<file path="src/rtl/spd_pkg.sv">
// Shared types, constants and the flag decoder for the stylus packet decoder.
// Used by every module under rtl; depends on nothing else.
package spd_pkg;

  localparam int unsigned RawW   = 16;
  localparam int unsigned NumW   = 12;
  localparam int unsigned ProdW  = RawW + NumW;
  localparam int unsigned CntW   = $clog2(ProdW);
  localparam int unsigned PresW  = 10;
  localparam int unsigned ByteW  = 8;
  localparam int unsigned CfgW   = 16;
  localparam int unsigned CfgIdxW = 2;
  localparam int unsigned BufDepth = 6;
  localparam int unsigned PosW   = 3;

  localparam logic [PosW-1:0] LastPos = PosW'(BufDepth);

  localparam logic [CfgIdxW-1:0] REG_SCREEN_WIDTH  = 2'd0;
  localparam logic [CfgIdxW-1:0] REG_RAW_X_SPAN    = 2'd1;
  localparam logic [CfgIdxW-1:0] REG_SCREEN_HEIGHT = 2'd2;
  localparam logic [CfgIdxW-1:0] REG_RAW_Y_SPAN    = 2'd3;

  localparam logic [NumW-1:0] SCREEN_WIDTH_RST  = 12'd1280;
  localparam logic [RawW-1:0] RAW_X_SPAN_RST    = 16'd10206;
  localparam logic [NumW-1:0] SCREEN_HEIGHT_RST = 12'd800;
  localparam logic [RawW-1:0] RAW_Y_SPAN_RST    = 16'd7422;

  localparam logic [ByteW-1:0] FLAG_PEN_UP      = 8'ha0;
  localparam logic [ByteW-1:0] FLAG_PEN_DOWN    = 8'ha1;
  localparam logic [ByteW-1:0] FLAG_ERASER_UP   = 8'ha4;
  localparam logic [ByteW-1:0] FLAG_ERASER_DOWN = 8'ha5;
  localparam logic [ByteW-1:0] FLAG_ALL_LEAVE   = 8'he0;

  typedef enum logic [2:0] {
    EVT_NONE,
    EVT_PEN_DOWN,
    EVT_PEN_UP,
    EVT_ERASER_DOWN,
    EVT_ERASER_UP,
    EVT_ALL_LEAVE
  } evt_kind_e;

  typedef enum logic [2:0] {
    ST_COLLECT,
    ST_START_X,
    ST_WAIT_X,
    ST_START_Y,
    ST_WAIT_Y,
    ST_DELIVER
  } top_state_e;

  typedef enum logic [1:0] {
    SC_IDLE,
    SC_MUL,
    SC_DIV
  } scl_state_e;

  typedef struct packed {
    logic [RawW-1:0]  raw_x;
    logic [RawW-1:0]  raw_y;
    logic [PresW-1:0] pressure;
    logic [ByteW-1:0] flag;
  } frame_t;

  typedef struct packed {
    evt_kind_e kind;
    logic      touch;
  } evt_t;

  function automatic evt_t decode_flag(logic [ByteW-1:0] flag);
    evt_t r;
    case (flag)
      FLAG_PEN_DOWN: begin
        r.kind = EVT_PEN_DOWN;
        r.touch = 1'b1;
      end
      FLAG_PEN_UP: begin
        r.kind = EVT_PEN_UP;
        r.touch = 1'b0;
      end
      FLAG_ERASER_DOWN: begin
        r.kind = EVT_ERASER_DOWN;
        r.touch = 1'b1;
      end
      FLAG_ERASER_UP: begin
        r.kind = EVT_ERASER_UP;
        r.touch = 1'b0;
      end
      FLAG_ALL_LEAVE: begin
        r.kind = EVT_ALL_LEAVE;
        r.touch = 1'b0;
      end
      default: begin
        r.kind = EVT_NONE;
        r.touch = 1'b0;
      end
    endcase
    return r;
  endfunction

endpackage

</file>
<file path="src/rtl/spd_frame.sv">
// Byte position tracking, report buffer and raw field assembly.
// Depends on spd_pkg.
module spd_frame import spd_pkg::*; (
  input  logic             clk_i,
  input  logic             rst_ni,
  input  logic             take_i,
  input  logic [ByteW-1:0] byte_i,
  input  logic             start_i,
  output logic             last_o,
  output frame_t           frame_o
);

  logic [PosW-1:0]  pos_q, pos_d;
  logic [PosW-1:0]  pos_eff;
  logic [ByteW-1:0] buf_q [BufDepth];
  frame_t           frame_q, frame_d;

  assign pos_eff = start_i ? '0 : pos_q;
  assign last_o  = take_i && (pos_eff == LastPos);

  always_comb begin
    pos_d = pos_q;
    if (take_i) begin
      pos_d = (pos_eff == LastPos) ? '0 : pos_eff + 1'b1;
    end
  end

  always_comb begin
    frame_d.raw_x = {buf_q[1][6:0], 9'b0} | {6'b0, buf_q[2], 2'b0} | {13'b0, byte_i[7:5]};
    frame_d.raw_y = {buf_q[3][6:0], 9'b0} | {6'b0, buf_q[4], 2'b0} | {14'b0, byte_i[4:3]};
    frame_d.pressure = {byte_i[2:0], 7'b0} | {2'b0, buf_q[5]};
    frame_d.flag = buf_q[0];
  end

  always_ff @(posedge clk_i or negedge rst_ni) begin
    if (!rst_ni) begin
      pos_q <= '0;
    end else begin
      pos_q <= pos_d;
    end
  end

  always_ff @(posedge clk_i) begin
    if (take_i && (pos_eff != LastPos)) begin
      buf_q[pos_eff] <= byte_i;
    end
    if (last_o) begin
      frame_q <= frame_d;
    end
  end

  assign frame_o = frame_q;

endmodule

</file>
<file path="src/rtl/spd_scale.sv">
// Bit-serial scaler: shift-add multiply of raw by size, then restoring division
// by span in the same shift register. Depends on spd_pkg.
module spd_scale import spd_pkg::*; (
  input  logic            clk_i,
  input  logic            rst_ni,
  input  logic            start_i,
  input  logic [RawW-1:0] raw_i,
  input  logic [NumW-1:0] num_i,
  input  logic [RawW-1:0] span_i,
  output logic            done_o,
  output logic [RawW-1:0] quot_o
);

  localparam logic [CntW-1:0] MulLast = CntW'(NumW - 1);
  localparam logic [CntW-1:0] DivLast = CntW'(ProdW - 1);

  scl_state_e       state_q, state_d;
  logic [CntW-1:0]  cnt_q, cnt_d;
  logic             done_q;
  logic [ProdW-1:0] work_q, work_d;
  logic [RawW-1:0]  raw_q, span_q, rem_q, rem_d;
  logic             mul_step, div_step, finish;
  logic [RawW:0]    mul_sum, trial, diff;
  logic             fits;

  always_comb begin
    state_d = state_q;
    case (state_q)
      SC_IDLE: begin
        if (start_i) begin
          state_d = SC_MUL;
        end
      end
      SC_MUL: begin
        if (cnt_q == MulLast) begin
          state_d = SC_DIV;
        end
      end
      SC_DIV: begin
        if (cnt_q == DivLast) begin
          state_d = SC_IDLE;
        end
      end
      default: state_d = SC_IDLE;
    endcase
  end

  always_comb begin
    mul_step = 1'b0;
    div_step = 1'b0;
    case (state_q)
      SC_MUL:  mul_step = 1'b1;
      SC_DIV:  div_step = 1'b1;
      default: ;
    endcase
    finish = div_step && (cnt_q == DivLast);
  end

  assign mul_sum = {1'b0, work_q[ProdW-1:NumW]} + (work_q[0] ? {1'b0, raw_q} : '0);
  assign trial   = {rem_q, work_q[ProdW-1]};
  assign fits    = trial >= {1'b0, span_q};
  assign diff    = trial - {1'b0, span_q};

  always_comb begin
    work_d = work_q;
    rem_d  = rem_q;
    cnt_d  = cnt_q;
    if (start_i && (state_q == SC_IDLE)) begin
      work_d = {{RawW{1'b0}}, num_i};
      rem_d  = '0;
      cnt_d  = '0;
    end else if (mul_step) begin
      work_d = {mul_sum, work_q[NumW-1:1]};
      cnt_d  = (cnt_q == MulLast) ? '0 : cnt_q + 1'b1;
    end else if (div_step) begin
      work_d = {work_q[ProdW-2:0], fits};
      rem_d  = fits ? diff[RawW-1:0] : trial[RawW-1:0];
      cnt_d  = finish ? '0 : cnt_q + 1'b1;
    end
  end

  always_ff @(posedge clk_i or negedge rst_ni) begin
    if (!rst_ni) begin
      state_q <= SC_IDLE;
      cnt_q   <= '0;
      done_q  <= 1'b0;
    end else begin
      state_q <= state_d;
      cnt_q   <= cnt_d;
      done_q  <= finish;
    end
  end

  always_ff @(posedge clk_i) begin
    work_q <= work_d;
    rem_q  <= rem_d;
    if (start_i && (state_q == SC_IDLE)) begin
      raw_q  <= raw_i;
      span_q <= span_i;
    end
  end

  assign done_o = done_q;
  assign quot_o = work_q[RawW-1:0];

endmodule

</file>
<file path="src/rtl/stylus_packet_decoder.sv">
// Stylus packet decoder: takes a seven-byte pen report one byte per transaction
// and returns scaled X and Y, pressure and the decoded flag for each report.
// Bytes 0 to 5 are taken one per cycle. The seventh byte starts the serial
// scaler, a shift-add multiply and a restoring divide, run once for X and once
// for Y; the input stalls after the seventh byte until both results are loaded
// into the output register, and that load waits while the previous result is
// still held by the receiver. A finished result waits in the output register
// while the next report is collected.
// Depends on spd_pkg, spd_frame and spd_scale.
module stylus_packet_decoder import spd_pkg::*; (
  input  logic               clk_i,
  input  logic               rst_ni,
  input  logic               in_valid_i,
  output logic               in_stall_o,
  input  logic [ByteW-1:0]   packet_byte_i,
  input  logic               packet_start_i,
  output logic               out_valid_o,
  input  logic               out_stall_i,
  output logic [RawW-1:0]    pos_x_o,
  output logic [RawW-1:0]    pos_y_o,
  output logic [PresW-1:0]   pen_pressure_o,
  output logic [2:0]         event_kind_o,
  output logic               touch_level_o,
  output logic [ByteW-1:0]   raw_flag_o,
  input  logic               cfg_we_i,
  input  logic [CfgIdxW-1:0] cfg_idx_i,
  input  logic [CfgW-1:0]    cfg_wdata_i
);

  top_state_e      state_q, state_d;
  logic [NumW-1:0] scr_w_q, scr_h_q;
  logic [RawW-1:0] span_x_q, span_y_q;
  logic            take, frm_last;
  frame_t          frm;
  logic            scl_start, sel_y, scl_done;
  logic [RawW-1:0] scl_raw, scl_span, scl_quot;
  logic [NumW-1:0] scl_num;
  logic            cap_x, cap_y, out_load;
  logic [RawW-1:0] res_x_q, res_y_q;
  logic            out_valid_q;
  logic [RawW-1:0] pos_x_q, pos_y_q;
  logic [PresW-1:0] pres_q;
  evt_kind_e       kind_q;
  logic            touch_q;
  logic [ByteW-1:0] flag_q;
  evt_t            evt;

  assign take = in_valid_i && !in_stall_o;

  spd_frame u_frame (
    .clk_i   (clk_i),
    .rst_ni  (rst_ni),
    .take_i  (take),
    .byte_i  (packet_byte_i),
    .start_i (packet_start_i),
    .last_o  (frm_last),
    .frame_o (frm)
  );

  assign scl_raw  = sel_y ? frm.raw_y : frm.raw_x;
  assign scl_num  = sel_y ? scr_h_q : scr_w_q;
  assign scl_span = sel_y ? span_y_q : span_x_q;

  spd_scale u_scale (
    .clk_i   (clk_i),
    .rst_ni  (rst_ni),
    .start_i (scl_start),
    .raw_i   (scl_raw),
    .num_i   (scl_num),
    .span_i  (scl_span),
    .done_o  (scl_done),
    .quot_o  (scl_quot)
  );

  always_comb begin
    state_d = state_q;
    case (state_q)
      ST_COLLECT: begin
        if (frm_last) begin
          state_d = ST_START_X;
        end
      end
      ST_START_X: state_d = ST_WAIT_X;
      ST_WAIT_X: begin
        if (scl_done) begin
          state_d = ST_START_Y;
        end
      end
      ST_START_Y: state_d = ST_WAIT_Y;
      ST_WAIT_Y: begin
        if (scl_done) begin
          state_d = ST_DELIVER;
        end
      end
      ST_DELIVER: begin
        if (!out_valid_q || !out_stall_i) begin
          state_d = ST_COLLECT;
        end
      end
      default: state_d = ST_COLLECT;
    endcase
  end

  always_comb begin
    in_stall_o = 1'b1;
    scl_start  = 1'b0;
    sel_y      = 1'b0;
    cap_x      = 1'b0;
    cap_y      = 1'b0;
    out_load   = 1'b0;
    case (state_q)
      ST_COLLECT: in_stall_o = 1'b0;
      ST_START_X: scl_start = 1'b1;
      ST_WAIT_X:  cap_x = scl_done;
      ST_START_Y: begin
        scl_start = 1'b1;
        sel_y = 1'b1;
      end
      ST_WAIT_Y:  cap_y = scl_done;
      ST_DELIVER: out_load = !out_valid_q || !out_stall_i;
      default: ;
    endcase
  end

  assign evt = decode_flag(frm.flag);

  always_ff @(posedge clk_i or negedge rst_ni) begin
    if (!rst_ni) begin
      state_q     <= ST_COLLECT;
      out_valid_q <= 1'b0;
      scr_w_q     <= SCREEN_WIDTH_RST;
      span_x_q    <= RAW_X_SPAN_RST;
      scr_h_q     <= SCREEN_HEIGHT_RST;
      span_y_q    <= RAW_Y_SPAN_RST;
    end else begin
      state_q <= state_d;
      if (out_load) begin
        out_valid_q <= 1'b1;
      end else if (!out_stall_i) begin
        out_valid_q <= 1'b0;
      end
      if (cfg_we_i) begin
        case (cfg_idx_i)
          REG_SCREEN_WIDTH:  scr_w_q  <= cfg_wdata_i[NumW-1:0];
          REG_RAW_X_SPAN:    span_x_q <= cfg_wdata_i[RawW-1:0];
          REG_SCREEN_HEIGHT: scr_h_q  <= cfg_wdata_i[NumW-1:0];
          REG_RAW_Y_SPAN:    span_y_q <= cfg_wdata_i[RawW-1:0];
          default: ;
        endcase
      end
    end
  end

  always_ff @(posedge clk_i) begin
    if (cap_x) begin
      res_x_q <= scl_quot;
    end
    if (cap_y) begin
      res_y_q <= scl_quot;
    end
    if (out_load) begin
      pos_x_q <= res_x_q;
      pos_y_q <= res_y_q;
      pres_q  <= frm.pressure;
      kind_q  <= evt.kind;
      touch_q <= evt.touch;
      flag_q  <= frm.flag;
    end
  end

  assign out_valid_o    = out_valid_q;
  assign pos_x_o        = pos_x_q;
  assign pos_y_o        = pos_y_q;
  assign pen_pressure_o = pres_q;
  assign event_kind_o   = kind_q;
  assign touch_level_o  = touch_q;
  assign raw_flag_o     = flag_q;

  a_done_in_wait: assert property (@(posedge clk_i) disable iff (!rst_ni)
    scl_done |-> (state_q == ST_WAIT_X || state_q == ST_WAIT_Y))
    else $error("Scaler finished outside a wait state.");

  a_last_starts_x: assert property (@(posedge clk_i) disable iff (!rst_ni)
    frm_last |=> (state_q == ST_START_X && in_stall_o))
    else $error("Seventh byte did not start the X scaling.");

  a_load_sets_valid: assert property (@(posedge clk_i) disable iff (!rst_ni)
    out_load |=> out_valid_o)
    else $error("Loaded result is not presented.");

endmodule

</file>
<file path="config.mk">
export PLATFORM = sky130hd
export DESIGN_NAME = stylus_packet_decoder
export DESIGN_NICKNAME = d
export VERILOG_FILES = /design/src/rtl/spd_pkg.sv /design/src/rtl/spd_frame.sv /design/src/rtl/spd_scale.sv /design/src/rtl/stylus_packet_decoder.sv
export SDC_FILE = /design/constraint.sdc
export NUM_CORES = 1
export LEC_CHECK = 0
export BUFFER_PORTS_ARGS = -buffer_cell sky130_fd_sc_hd__buf_2
export CAP_MARGIN = 20
export CORE_MARGIN = 3
export CORE_UTILIZATION = 61
export CTS_CLUSTER_DIAMETER = 120
export DETAILED_ROUTE_END_ITERATION = 6
export GPL_ROUTABILITY_DRIVEN = 1
export MAX_ROUTING_LAYER = met4
export PLACE_DENSITY = 0.86
export SYNTH_ARGS = -nofsm -noshare
export SYNTH_HDL_FRONTEND = slang
export SYNTH_HIERARCHICAL = 1
export SYNTH_SLANG_ARGS = --single-unit
</file>
<file path="constraint.sdc">
create_clock -name clk_i -period 9.2 [get_ports clk_i]
set_clock_uncertainty 0.15 [all_clocks]
set_input_delay 1.84 -clock clk_i [delete_from_list [all_inputs] [get_ports clk_i]]
set_output_delay 1.84 -clock clk_i [all_outputs]
set_load 0.02 [all_outputs]
</file>
==> results of run 1 <==
## worst max-delay path, cell delays in order
cell,delay [ns]
buf_2,0.08
inv_1,0.03
nor2_1,0.36
nand2_1,0.21
nor4b_4,0.78
buf_4,0.57
nand2b_1,0.10
a211oi_1,0.32
or3_1,0.15
## worst paths after layout
check                           start            to  slack (ns)  cells past startpoint
setup / recovery           in_valid_i    state_q[0]        5.09                      9
hold / removal             res_y_q[5]    pos_y_o[5]        0.27                      0
setup reg to reg           state_q[1]    state_q[0]        5.46                      8
hold reg to reg            res_y_q[5]    pos_y_o[5]        0.27                      0
max in group asynchronous      rst_ni    scr_w_q[5]        6.99                      2
min in group asynchronous      rst_ni  span_y_q[13]        1.33                      2
## registers in the layout (all words and copies together) (netlist names), 16 cells and up
signal	cells
res_x_q	16
u_scale/work_q	28
u_scale/span_q	16
span_y_q	16
u_frame/frame_o	50
u_frame/buf_q	46
u_scale/raw_q	16
pos_y_o	16
pos_x_o	16
span_x_q	16
res_y_q	16
u_scale/rem_q	16
## metal layers
metal	vias up	part of all wire, %
met5	-	0
met4	0	2.5
met3	61	5.8
met2	266	47
met1	3872	44
li1	3731	-
## layout by cell type (no fill, tap or decap), drive strengths merged, types with 7 or more instances in the layout
cell type / synthesis / routed
and3: 8 / 8
ha: 37 / 37
xor2: 9 / 9
mux2i: 20 / 20
nand2b: 8 / 8
dfxtp: 32 / 32
edfxtp: 226 / 226
a211oi: 9 / 9
clkinv: 1 / 9
mux2: 101 / 101
o21ai: 50 / 50
nand3b: 8 / 8
nand3: 13 / 13
or2: 7 / 7
nor3: 15 / 15
a21o: 12 / 12
buf: 37 / 98
clkbuf: 15 / 40
a31oi: 16 / 16
dfrtp: 46 / 46
dfstp: 25 / 25
a21oi: 39 / 39
xnor2: 20 / 20
and2: 19 / 19
nor2: 31 / 31
nand2: 54 / 54
inv: 27 / 31
## area by class of cell
class / instances / share of cell area, %
flip-flops and latches: 329 / 58.8
multi-input cells: 552 / 28.3
clock buffers: 38 / 5.30
repair buffers: 100 / 3.39
well taps: 285 / 2.27
clock inverters: 20 / 1.20
inverters: 28 / 0.670
diodes: 1 / 0.0159
## where the power goes
part / switching [uW] / leakage, uW / internal, uW
Clock: 549 / 0.000490 / 708
Combinational: 718 / 0.00247 / 578
Sequential: 183 / 0.00314 / 1860
## per-stage QoR
step           cell area (um^2)  total power [uW]  hold WS, ns  instances
6_report                  15700              4590        0.268       1353
5_1_grt                   15700              4840        0.275       1353
4_1_cts                   15700              4600        0.270       1348
3_5_place_dp              14600              3330        0.255       1290
3_3_place_gp              14600              3270        0.251       1290
2_1_floorplan             14100              3110        0.250        961
## logic make-up after synthesis
family | after synthesis
multiplexers | 121
buffers and inverters | 80
AND/OR/NAND/NOR | 193
adder cells (fa/ha/maj) | 39
XOR/XNOR | 29
flip-flops | 329
AO/OA/AOI/OAI | 170
==> impl_metrics.py, run 1 <==
metrics = {
    "run_status": {
        "status": "completed",
    },
    "cts": {
        "path_clk_slew_ns": 0.06,
        "cts.path.max_buffers": 3,
        "cts_root_buffer": "clkbuf_16",
        "cts_setup_buffers": 0,
        "cts_buffers": 31,
        "cts_resized": 0,
        "cts.sinks": 329,
        "htree_num_levels": 1,
        "cts_tree": "done",
        "insertion_delay_ns": 0.56,
        "postCtsHoldBufs": 0,
    },
    "critical_path": {
        "crit_path_max_fanout": 39,
        "arrival_ns": 4.45,
        "start_kind": "input port",
        "cp.required_ns": 9.54,
        "worstSetupPathType": "input port to flop",
        "endpoint_kind": "flop",
    },
    "place": {
        "place.gp.congestion": 0.855,
        "dp_hpwl_um": 16200,
        "port_buffers": 87,
        "pre_cts_slack_ns": 4.59,
    },
    "routing": {
        "drtIter0Drc": 749,
        "dr.pass1.iters": 5,
        "drc": 0,
        "ant_nets": 0,
        "wl_per_cell_um": 19.2,
        "vias_per_cell": 5.86,
        "wl_um": 26000,
        "vias": 7930,
    },
    "yosys": {
        "synth_mux_area_share_pct": 10.5,
        "synthArstFlopShare_pct": 21.6,
        "synth-compound-area-share_pct": 7.81,
        "syn_area_um2": 14100,
        "synth_top_family_by_area": "multiplexers",
        "synth_simple_gate_area_share_pct": 7.51,
        "synth-adder-area-share_pct": 3.56,
        "ys_warn_count": 6,
        "synth-seq-cells": 329,
        "synth_edf_count": 226,
        "synth_most_common_cell": "edfxtp_1",
        "yosys.area.top_type": "edfxtp_1",
        "seq_area_frac_synth_pct": 65.4,
        "synthCells": 961,
        "ys_types": 78,
        "synthTopCellsByArea": "edfxtp_1 (48%), dfrtp_1 (8.2%), mux2_2 (4.9%), dfstp_2 (4.7%), dfxtp_1 (4.5%)",
        "syn_area_per_cell_um2": 14.7,
        "synth-xor-area-share_pct": 1.80,
        "ys.flop_type": "edfxtp_1",
        "yosys.area.top_type_share_pct": 48.1,
        "syn-num-nets": 1032,
        "synth_top_cells_by_count": "edfxtp_1 (226), mux2_2 (62), nand2_1 (51)",
    },
    "final_layout": {
        "multi_input_area_um2": 4440,
        "final_layout_size_suffix_gt1_share_pct": 29.3,
        "fillers": 1434,
        "finalNetCount": 1113,
        "seqCellArea_um2": 9240,
        "syn_to_final_growth_pct": 11.2,
        "final_core_util_pct": 69.1,
    },
    "sta": {
        "final.setup.tns_ns": 0,
        "hold_viol_final": 0,
        "setup_slack_ns": 5.09,
        "tightest_slew_ns": 1.06,
        "setup_viol": 0,
        "min_period_over_period_pct": 44.7,
        "grt_setup_unrepaired": "no",
        "slew_violations": 0,
        "post-route-min-period_ns": 4.11,
        "fmax_mhz": 243,
        "slew_headroom_pct": 29.3,
    },
    "grt": {
        "gr-usage-all-layers_pct": 21.3,
        "grt_pass1_wl_um": 41000,
        "grt_max_degree": 72,
        "grt_use_met3_pct": 3.55,
        "grt_pass1_vias": 7814,
        "grt_use_met2_pct": 33.7,
        "busiest_layer": "met2",
        "grt_use_met1_pct": 28.7,
        "antenna_found_initial": 1,
        "overflow": 0,
    },
    "hold_path": {
        "worstHoldPathType": "flop to flop",
    },
    "floorplanning": {
        "die_w_um": 158,
        "start_util_pct": 62.2,
        "core_um2": 22700,
        "rows": 55,
        "boundaryPins": 88,
        "die_area_um2": 25000,
        "die_y_um": 158,
    },
    "power": {
        "power_density_nw_per_um2": 293,
        "vdd_ir_drop_max_mv": 0.284,
        "power.leakage_uw": 0.00610,
    },
    "run": {
        "maxCapViolCount": 0,
    },
}
Note: power is estimated with default switching activity, not from simulation.
==> run 2, diff against run 1 <==
==> constraint.sdc (replaced) <==
create_clock -name clk_i -period 4.2 [get_ports clk_i]
set_clock_uncertainty 0.15 [all_clocks]
set_input_delay 0.84 -clock clk_i [delete_from_list [all_inputs] [get_ports clk_i]]
set_output_delay 0.84 -clock clk_i [all_outputs]
set_load 0.02 [all_outputs]
==> impl_metrics.py, run 2 (synthesized netlist as in run 1, its figures left out) <==
metrics = {
    "routing": {
        "drc": 0,
        "vias_per_cell": 5.84,
        "wl_um": 26200,
        "dr.pass1.iters": 5,
        "vias": 7897,
        "ant_nets": 0,
        "drtIter0Drc": 702,
        "wl_per_cell_um": 19.4,
    },
    "place": {
        "placed_cell_area_um2": 14700,
        "place.gp.congestion": 0.917,
        "pre_cts_slack_ns": 1.10,
        "dp_hpwl_um": 16900,
        "port_buffers": 87,
    },
    "grt": {
        "antenna_found_initial": 0,
        "gr-usage-all-layers_pct": 21.6,
        "overflow": 0,
        "grt_pass1_wl_um": 40900,
        "grt_pass1_vias": 7699,
        "grt_max_degree": 55,
    },
    "final_layout": {
        "final_core_util_pct": 69.6,
        "final_cell_mix": "edfxtp_1 (226), buf_2 (88), mux2_2 (62)",
        "syn_to_final_growth_pct": 12.0,
        "layout_commonest_cell": "edfxtp_1",
        "finalNetCount": 1115,
        "final_layout_size_suffix_gt1_share_pct": 29.6,
        "final_cell_area_um2": 15800,
        "num_antenna_cells": 0,
        "largest_reg_flops": 50,
    },
    "power": {
        "total_power_uw": 10300,
        "switchingPower_uw": 3220,
        "vdd_ir_drop_max_mv": 0.682,
        "power_density_nw_per_um2": 653,
        "clockPowerShare_pct": 28.9,
        "p_seq_share_pct": 43.3,
        "p_int_uw": 7100,
        "power.leakage_uw": 0.00616,
        "pwr-share-comb_pct": 27.8,
        "sw_frac_of_total_pct": 31.2,
    },
    "sta": {
        "setup_viol": 0,
        "slew_headroom_pct": 25.8,
        "final.setup.tns_ns": 0,
        "tightest_slew_ns": 1.11,
        "setup_slack_ns": 1.04,
        "hold_viol_final": 0,
        "slew_violations": 0,
        "post-route-min-period_ns": 3.16,
        "min_period_over_period_pct": 75.2,
        "fmax_mhz": 317,
        "grt_setup_unrepaired": "no",
    },
    "critical_path": {
        "arrival_ns": 3.53,
        "cp.required_ns": 4.57,
        "worstSetupPathType": "flop to flop",
        "start_kind": "flop",
        "crit_path_max_fanout": 51,
        "endpoint_kind": "flop",
    },
    "hold_path": {
        "worstHoldPathType": "input port to async pin",
    },
    "cts": {
        "cts_root_buffer": "clkbuf_16",
        "cts_resized": 0,
        "path_clk_slew_ns": 0.07,
        "postCtsHoldBufs": 0,
        "insertion_delay_ns": 0.58,
        "cts.path.max_buffers": 3,
        "cts_buffers": 30,
        "cts_tree": "done",
        "cts_setup_buffers": 0,
        "cts.sinks": 329,
        "htree_num_levels": 1,
    },
    "run_status": {
        "status": "completed",
    },
    "floorplanning": {
        "boundaryPins": 88,
        "start_util_pct": 62.2,
        "core_um2": 22700,
        "die_w_um": 158,
        "die_area_um2": 25000,
        "die_y_um": 158,
        "rows": 55,
    },
    "run": {
        "maxCapViolCount": 0,
    },
}
## run 2: final timing paths
check | cells after the start | start | endpoint | slack, ns
max | 8 | state_q[1] | state_q[0] | 1.04
min | 1 | rst_ni | span_x_q[15] | 0.21
max reg2reg | 8 | state_q[1] | state_q[0] | 1.04
min reg2reg | 0 | u_frame/frame_o[13] | pen_pressure_o[5] | 0.27
max in group asynchronous | 2 | rst_ni | scr_h_q[8] | 2.86
min in group clk_i | 0 | u_frame/frame_o[13] | pen_pressure_o[5] | 0.27
## run 2: metal layers
layer	global-route usage, %	vias up	part of all wire (%)
met4	4.71	0	2.0
li1	-	3725	-
met2	35.0	254	49
met1	28.9	3874	43
met3	3.99	44	6.4
met5	-	-	0
## run 2: worst max-delay path, stage by stage (launching register included)
cell and delay (ns):
dfrtp_1 0.50, or3_1 0.46, nor2_1 0.39, nand2_1 0.21, nor4b_4 0.28, buf_4 0.56, nand2b_1 0.12, a211oi_1 0.25
or3_1 0.13
## run 2: stage by stage
stage                     hold WS (ns)  instances
after global placement           0.251       1295
after floorplan                  0.250        961
after detailed placement         0.255       1295
after global routing             0.255       1353
final                            0.213       1353
after CTS                        0.212       1351
## run 2: layout make-up
type	count	area, um^2
clock inverter	25	359
inverter	28	105
fill	1433	6900
clock buffer	31	754
timing repair buffer	103	553
multi-input combinational	552	4440
tap	285	357
sequential	329	9240
## run 2: power groups by stage
| stage | logic (uW) | clock network, uW | registers, uW |
|---|---|---|---|
| floorplan | 2490 | 0 | 4330 |
| global placement | 2710 | 0 | 4470 |
| detailed placement | 2810 | 0 | 4510 |
| CTS | 2850 | 3050 | 4460 |
| global route | 3200 | 3150 | 4520 |
| finish | 2870 | 2990 | 4470 |
